`src/hdl/sfc_pkg.sv`:
```
`timescale 1ns / 1ps
`default_nettype none

package sfc_pkg;

	localparam int unsigned NUM_PLANES_DEF = 6;

	localparam int unsigned PLANE_IDX_W = 3;
	localparam int unsigned COEF_IDX_W  = 2;
	localparam int unsigned AXIS_W      = 2;
	localparam int unsigned VIS_W       = 2;

	localparam int unsigned Q_W        = 32;
	localparam int unsigned R_W        = 31;
	localparam int unsigned FRAC_W     = 16;
	localparam int unsigned PROD_W     = 2 * Q_W;
	localparam int unsigned FLR_W      = PROD_W - FRAC_W;
	localparam int unsigned DIST_W     = FLR_W + 2;
	localparam int unsigned RPROD_W    = 2 * R_W;
	localparam int unsigned RAD_FLR_W  = RPROD_W - FRAC_W;

	localparam logic OP_WRITE = 1'b0;
	localparam logic OP_TEST  = 1'b1;

	localparam logic [COEF_IDX_W-1:0] COEF_A = 2'd0;
	localparam logic [COEF_IDX_W-1:0] COEF_B = 2'd1;
	localparam logic [COEF_IDX_W-1:0] COEF_C = 2'd2;
	localparam logic [COEF_IDX_W-1:0] COEF_D = 2'd3;

	localparam logic [AXIS_W-1:0] AXIS_X = 2'd0;
	localparam logic [AXIS_W-1:0] AXIS_Y = 2'd1;

	localparam logic [VIS_W-1:0] VIS_OUTSIDE   = 2'd0;
	localparam logic [VIS_W-1:0] VIS_INTERSECT = 2'd1;
	localparam logic [VIS_W-1:0] VIS_INSIDE    = 2'd2;

	typedef struct packed {
		logic signed [Q_W-1:0] a;
		logic signed [Q_W-1:0] b;
		logic signed [Q_W-1:0] c;
		logic signed [Q_W-1:0] d;
	} plane_coef_t;

	typedef struct packed {
		logic en2;
		logic en3;
	} pipe_en_t;

endpackage

`default_nettype wire

```
`src/hdl/sfc_plane_table.sv`:
```
`timescale 1ns / 1ps
`default_nettype none

module sfc_plane_table #(
	parameter int unsigned NUM_PLANES = sfc_pkg::NUM_PLANES_DEF
) (
	input  wire logic                               clk,
	input  wire logic                               arst_n,
	input  wire logic                               wr_en,
	input  wire logic [sfc_pkg::PLANE_IDX_W-1:0]    wr_plane,
	input  wire logic [sfc_pkg::COEF_IDX_W-1:0]     wr_coef,
	input  wire logic signed [sfc_pkg::Q_W-1:0]     wr_value,
	output sfc_pkg::plane_coef_t                    planes [NUM_PLANES]
);

	sfc_pkg::plane_coef_t planes_q [NUM_PLANES];

	always_ff @(posedge clk or negedge arst_n) begin
		if (!arst_n) begin
			for (int p = 0; p < NUM_PLANES; p++) begin
				planes_q[p] <= '0;
			end
		end else if (wr_en) begin
			// rows past the table never match, so such writes drop out
			for (int p = 0; p < NUM_PLANES; p++) begin
				if (wr_plane == sfc_pkg::PLANE_IDX_W'(p)) begin
					unique case (wr_coef)
						sfc_pkg::COEF_A: planes_q[p].a <= wr_value;
						sfc_pkg::COEF_B: planes_q[p].b <= wr_value;
						sfc_pkg::COEF_C: planes_q[p].c <= wr_value;
						default:         planes_q[p].d <= wr_value;
					endcase
				end
			end
		end
	end

	assign planes = planes_q;

endmodule

`default_nettype wire

```
`config.mk`:
```
export PLATFORM = sky130hd
export DESIGN_NAME = sfc_plane_table
export DESIGN_NICKNAME = d
export VERILOG_FILES = /design/src/hdl/sfc_pkg.sv /design/src/hdl/sfc_plane_table.sv
export SDC_FILE = /design/constraint.sdc
export NUM_CORES = 1
export LEC_CHECK = 0
export ABC_AREA = 1
export BUFFER_PORTS_ARGS = -buffer_cell sky130_fd_sc_hd__buf_2
export CORE_AREA = 5 5 312 314
export DETAILED_ROUTE_END_ITERATION = 10
export DIE_AREA = 0 0 317 319
export HOLD_SLACK_MARGIN = 0.08
export PLACE_DENSITY = 0.56
export SLEW_MARGIN = 20
export SYNTH_ARGS = -nofsm -noshare
export SYNTH_HDL_FRONTEND = slang
export SYNTH_SLANG_ARGS = --single-unit
```
`constraint.sdc`:
```
create_clock -name clk -period 1.2 [get_ports clk]
set_clock_uncertainty 0.05 [all_clocks]
set_input_delay 0.06 -clock clk [delete_from_list [all_inputs] [get_ports clk]]
set_output_delay 0.06 -clock clk [all_outputs]
set_load 0.005 [all_outputs]
```
; ---- Word-level counts from Yosys, hierarchy flattened
; Index checks and enable logic that the tools add are counted.
[word_totals]
register_bits = 768
inputBits = 40
out_inout_bits = 768
word_cells = 59
[classes]
bitwise = 1
reduce_logical = 27
eq_ne = 7
[op_table]
columns = cell, n
row1 = AND reduction 3 bit, 24
row2 = equality test 3 x 2 -> 1 bit (second input constant), 2
row3 = equality test 3 bit (second input constant), 2
row4 = equality test 3 x 1 -> 1 bit (second input constant), 1
row5 = logical NOT 3 bit, 1
row6 = OR reduction 3 bit, 1
row7 = equality test 2 x 1 -> 1 bit (second input constant), 1
row8 = equality test 2 bit (second input constant), 1
row9 = logical NOT 2 bit, 1
row10 = inverter 1 bit, 1

; ---- Longest topological paths before layout
; Gate-level depths: netlist of run 1.
[depth]
word_depth = 4
depth_mapped = 8
mapped_depth_nobuf = 6

; ---- Worst setup path after synthesis of run 1
; OpenSTA, ideal clock, no wires.
[synth_timing]
kind = input port to flip-flop
startpoint = in wr_plane[0] (netlist name)
endpoint = reg planes_q, in the netlist planes[555]
stages = 7
required_ns = 1.033
setup_slack_ns = -0.035
t_arrival_ns = 1.068
n_path_buf = 2
setup_ns = 0.117
path_cell_list = buf_2 nand2_1 nor2_2 nand3_1 clkbuf_1 nand2_1 nand2_1
[synth_between]
elab_chain_cells = 2
[synth_rtl]
columns = element, line_no
row1 = start: declaration, sfc_plane_table.sv:10  ; input wire logic [sfc_pkg::PLANE_IDX_W-1:0] wr_plane,
row2 = equality test 3 x 1 -> 1 bit, sfc_plane_table.sv:26  ; if (wr_plane == sfc_pkg::PLANE_IDX_W'(p)) begin
row3 = AND reduction 3 bit (no source line), n/a
row4 = end: declaration, sfc_plane_table.sv:16  ; sfc_pkg::plane_coef_t planes_q [NUM_PLANES];
; Every way passes these cells.
; A chain may end at the register's enable or synchronous reset.

; ---- Final worst setup path of run 1
[layout_timing]
startpoint = reg planes_q, in the netlist planes[708]
endpoint = out planes[708] (netlist name)
[layout_lines]
columns = element, line_no
row1 = end: declaration, sfc_plane_table.sv:13  ; output sfc_pkg::plane_coef_t planes [NUM_PLANES]
; No word-level cell between the ends.

==> qor.txt, run 1 <==
Dpl ws: -273.4 ps
Tot Pwr: 80.65 mW
Max-slew violations: 0
Worst hold path cell count: 5
DR iter-0 viols: 3137
Min Hold Slack: -96.39 ps
Core Region: 94300 µm²
MaxCap Viol Count: 0
Final worst path period share: 1.146
#FFs+latches synth: 768
Worst skew pair latency: 660 ps
Post-DRT Antenna Nets: 0
Max stage delay on crit path: 440 ps
Longest Clk Path Bufs: 3
Largest net degree at the start of global routing: 70
Avg Cell Area, Syn: 8.960 µm²
CTS Root Cell: clkbuf_16
Drt wl/cell: 23.48 µm
Cell count after synthesis: 3358
Post-route cell area: 47340 µm²
Area grow syn2layout: 57.35%
Drt total wl: 144000 µm
Cell Count, Final, Fillers Out: 6134
Critical path required time: 1090 ps
Worst Max-Slew Pin Slew: 691.7 ps
Worst relative slew slack: 0.5389
CTS buffer count: 86
Setup TNS: -69370 ps
Worst Setup Path Type: flop to output port
Gpl congestion: 0.8366
Critical path buffer and inverter count: 1
Largest fanout on the critical path: 2
Cells after DPL: 5362
Yosys warns: 0
Grt ovf: 0
CP max stage cell: dfrtp_1
Sequential-to-total area share from yosys stat: 0.6387
Critical-path cell list: buf_2
Worst-path clk slew: 60 ps
Final Hold Fails: 8
Commonest non-fill, non-tap cell in the layout: nand2_1
Final setup viols: 775
IO Count: 808
Initial Utilization: 0.3190
Failing checks: hold timing, setup timing
Placed inst area: 37730 µm²
Drt first pass iters: 5
DR vias: 30750
CTS tree: done
Area contributors post-synth: dfrtp_1 (64%), nand2_1 (22%), nand4_1 (6.1%), clkbuf_1 (2.4%), o21ai_0 (2.0%)
Commonest non-fill, non-tap cells in the layout: nand2_1 (1732), dfrtp_1 (766), buf_2 (615)
Syn Nets: 3398
Final min period: 1375 ps
Worst reg2reg path depth: 3
Final WS setup: -175.5 ps
Yosys top cell area share: 0.6387
Netlist cell types: 17
CP Capture Point: planes[708]
CP endpoint kind: output port
Clk sink count: 768
Maximum vdd drop: 1069 µV
Fmax: 0.7270 GHz
Hold Path Class: input pin to flop
PortBufs: 807
DRC viols: 0
Syn Std Cell Area: 30090 µm²
Vias in the first global route: 29430
Outcome: finished with violations
Die width: 317 µm
Mean number of vias per cell: 5.013
Number of nets in the layout: 4843
Antenna violations before repair: 6
RSZ-0062 raised after global routing: yes
Row count: 113
DP Wirelength: 91090 µm
Crit. path cell count: 1
Critical path arrival: 1270 ps
Final core utilization: 0.5020
Worst Setup Start Kind: flop
Die Height: 319 µm
First-pass GRT wire length: 201200 µm
Max FFs per register: 768
Reg2reg end: planes[163]
Total GRT Usage: 0.2658
H-tree depth: 3
Pwr/cell area: 1704 nW/µm²
Crit path max-delay family: flip-flops
Post-synth top area cell: dfrtp_1
Layout cell share with drive strength beyond 1: 0.3368
Leakage power: 26.46 nW
Die ar.: 101100 µm²
Reg2reg setup slack: 10 ps
Worst r2r src: planes[163]
Critical path startpoint: planes[708]
## layout make-up
class / count / area [µm²]
Fill cell: 8652 / 46960
Sequential cell: 768 / 19220
Timing Repair Buffer: 1647 / 13780
Multi-Input combinational cell: 2259 / 9707
Clock buffer: 122 / 2539
Tap cell: 1265 / 1583
Clock inverter: 30 / 351.6
Inverter: 41 / 153.9
Antenna cell: 2 / 5.005
## repair_timing
item,in CTS,in global routing
hold buffers,215,3
gates resized for setup,213,112
hold endpoints to repair,1536,75
buffers inserted,186,231
pin swaps,0,9
setup endpoints to repair,768,1566
cloned,0,13
## cells in the mapped netlist
master	n
nand2_1	1738
dfrtp_1	768
nand4_1	295
clkbuf_1	194
o21ai_0	118
buf_2	75
o21ai_1	74
inv_1	38
nor2_1	16
buf_1	14
nand3_1	12
buf_4	7
inv_2	3
nor2_4	3
nand2_2	1
nand3_2	1
nor2_2	1
## how the worst min path moves through the flow
stage	start	to	slack (ps)
after floorplan	arst_n	planes[0]	-290
after global placement	arst_n	planes[555]	-160
after detailed placement	arst_n	planes[556]	-160
after CTS	wr_en	planes[488]	-20
after global routing	wr_en	planes[434]	-100
final	wr_en	planes[444]	-100
## routing by layer
metal,vias up,wire (µm),global-route usage
li1,13600,-,-
met1,15170,56860,0.3447
met3,336,14240,0.07032
met4,4,7539,0.1160
met5,-,25,0
met2,1643,65360,0.4208
## power breakdown
part           switching, mW  internal (mW)  leakage [nW]
Clock                   11.4           15.8          1.42
Combinational           9.17           10.1          15.1
Sequential              3.39           30.7          9.96
Total                   24.0           56.7          26.5
## logic make-up after synthesis
group | share of synthesized area
buffers and inverters | 0.04529
and+or+nand+nor | 0.2840
DFF | 0.6387
AOI/OAI and AO/OA | 0.03194
No activity file was read; power rests on OpenSTA's default activity.
==> inputs of run 2 (changes only) <==
PLACE_DENSITY = 0.57   (was 0.56)
==> qor.txt, run 2 (synthesis gave the netlist of run 1 again) <==
Worst reg2reg path depth: 4
Row count: 113
Antenna violations before repair: 6
Final Hold Fails: 0
Core Region: 94300 µm²
Max FFs per register: 768
MaxCap Viol Count: 0
Largest fanout on the critical path: 2
Total GRT Usage: 0.2589
Die ar.: 101100 µm²
Commonest non-fill, non-tap cell in the layout: nand2_1
Reg2reg end: planes[645]
Layout cell share with drive strength beyond 1: 0.3394
DR vias: 29610
RSZ-0062 raised after global routing: yes
Final WS setup: -152.5 ps
Critical path required time: 1090 ps
Reg2reg setup slack: 260 ps
Longest Clk Path Bufs: 3
Final worst path period share: 1.127
Worst-path clk slew: 60 ps
CTS tree: done
Clk sink count: 768
DR iter-0 viols: 2972
Worst skew pair latency: 640 ps
Grt ovf: 0
Post-DRT Antenna Nets: 0
Fillers: 8914
IO Count: 808
First-pass GRT wire length: 195800 µm
CP max stage cell: dfrtp_1
Drt wl/cell: 23.40 µm
Critical path buffer and inverter count: 1
DP Wirelength: 91580 µm
CTS Root Cell: clkbuf_16
Die width: 317 µm
Dpl ws: -253.7 ps
Crit path max-delay family: flip-flops
Outcome: finished with violations
H-tree depth: 3
Final setup viols: 775
Failing checks: setup timing
Critical path startpoint: planes[138]
Worst Setup Start Kind: flop
Mean number of vias per cell: 4.974
PortBufs: 807
Hold Path Class: input pin to flop
CP Capture Point: planes[138]
Area grow syn2layout: 50.44%
Die Height: 319 µm
Tot Pwr: 80.92 mW
Gpl congestion: 0.8336
Drt total wl: 139300 µm
Max-slew violations: 0
Critical-path cell list: buf_2
CTS buffer count: 85
Largest net degree at the start of global routing: 73
Initial Utilization: 0.3190
Number of nets in the layout: 4658
Max stage delay on crit path: 440 ps
Fmax: 0.7394 GHz
Worst Max-Slew Pin Slew: 552.7 ps
Leakage power: 25.45 nW
Worst Setup Path Type: flop to output port
Pwr/cell area: 1788 nW/µm²
Crit. path cell count: 1
Drt first pass iters: 7
DRC viols: 0
Vias in the first global route: 28380
Critical path arrival: 1240 ps
CP endpoint kind: output port
Commonest non-fill, non-tap cells in the layout: nand2_1 (1733), dfrtp_1 (767), buf_2 (628)
Final min period: 1353 ps
Maximum vdd drop: 1149 µV
Worst r2r src: planes[645]
Worst relative slew slack: 0.6315
[run 2: cell types whose count changed in the layout (fill, tap and decap cells not counted), moves of 4 or more]
| cell | previous run | this run |
|---|---|---|
| clkbuf_16 | 99 | 91 |
| buf_4 | 515 | 493 |
| clkbuf_4 | 9 | 0 |
| dlymetal6s4s_1 | 29 | 8 |
| clkbuf_1 | 12 | 16 |
| buf_2 | 615 | 628 |
| buf_12 | 111 | 106 |
| clkbuf_8 | 23 | 17 |
| buf_6 | 192 | 181 |
| bufinv_16 | 5 | 10 |
| dlygate4sd3_1 | 157 | 41 |
[run 2: worst min path at each step]
stage,from,to,slack [ps],depth (start not counted)
finish,wr_coef[1],planes[159],20,5
global route,wr_coef[1],planes[462],30,5
CTS,wr_coef[1],planes[462],-40,5
detailed placement,arst_n,planes[545],-90,1
global placement,arst_n,planes[545],-90,1
floorplan,arst_n,planes[0],-290,0
[run 2: power by group]
| part | switching, mW | total [mW] | internal, mW |
|---|---|---|---|
| sequential | 3.31 | 34.0 | 30.7 |
| combinational | 9.15 | 19.0 | 9.90 |
| clock | 11.2 | 27.9 | 16.7 |
| total | 23.6 | 80.9 | 57.3 |
[run 2: cell type report]
| class | count | area, µm² | share of cell area |
|---|---|---|---|
| Sequential cell | 768 | 19220 | 0.4246 |
| Clock buffer | 121 | 2496 | 0.05515 |
| Inverter | 41 | 153.9 | 0.003400 |
| Clock inverter | 33 | 462.9 | 0.01023 |
| Tap cell | 1265 | 1583 | 0.03497 |
| Antenna cell | 3 | 7.507 | 0.0001659 |
| Multi-Input combinational cell | 2259 | 9694 | 0.2142 |
| Timing Repair Buffer | 1463 | 11650 | 0.2573 |
[run 2: repair_timing]
item,4_1_cts,5_1_grt
cloned,0,3
hold endpoints to repair,1536,11
gates resized for setup,212,54
setup endpoints to repair,768,1523
hold buffers,45,4
buffers inserted,203,188
pin swaps,0,3
[run 2: per-layer routing]
metal / vias to the layer above / global-route usage / share of wire
met5: - / 0 / 0.000065
met4: 2 / 0.1005 / 0.043
met3: 258 / 0.06494 / 0.091
met2: 1444 / 0.4090 / 0.46
met1: 14670 / 0.3443 / 0.41
li1: 13240 / - / -
[run 2: through the flow]
step	cell area, µm²	util	hold slack (ps)	TNS (ps)	cells
CTS	43450	0.4607	-38.93	-136240	5755
detailed placement	37620	0.3990	-86.38	-112520	5353
floorplan	30100	-	-285.6	-2387	3358
global route	45260	0.4799	27.09	-102730	5950
global placement	37620	0.3990	-85.16	-97750	5353
finish	45260	0.4800	17.56	-64120	5953
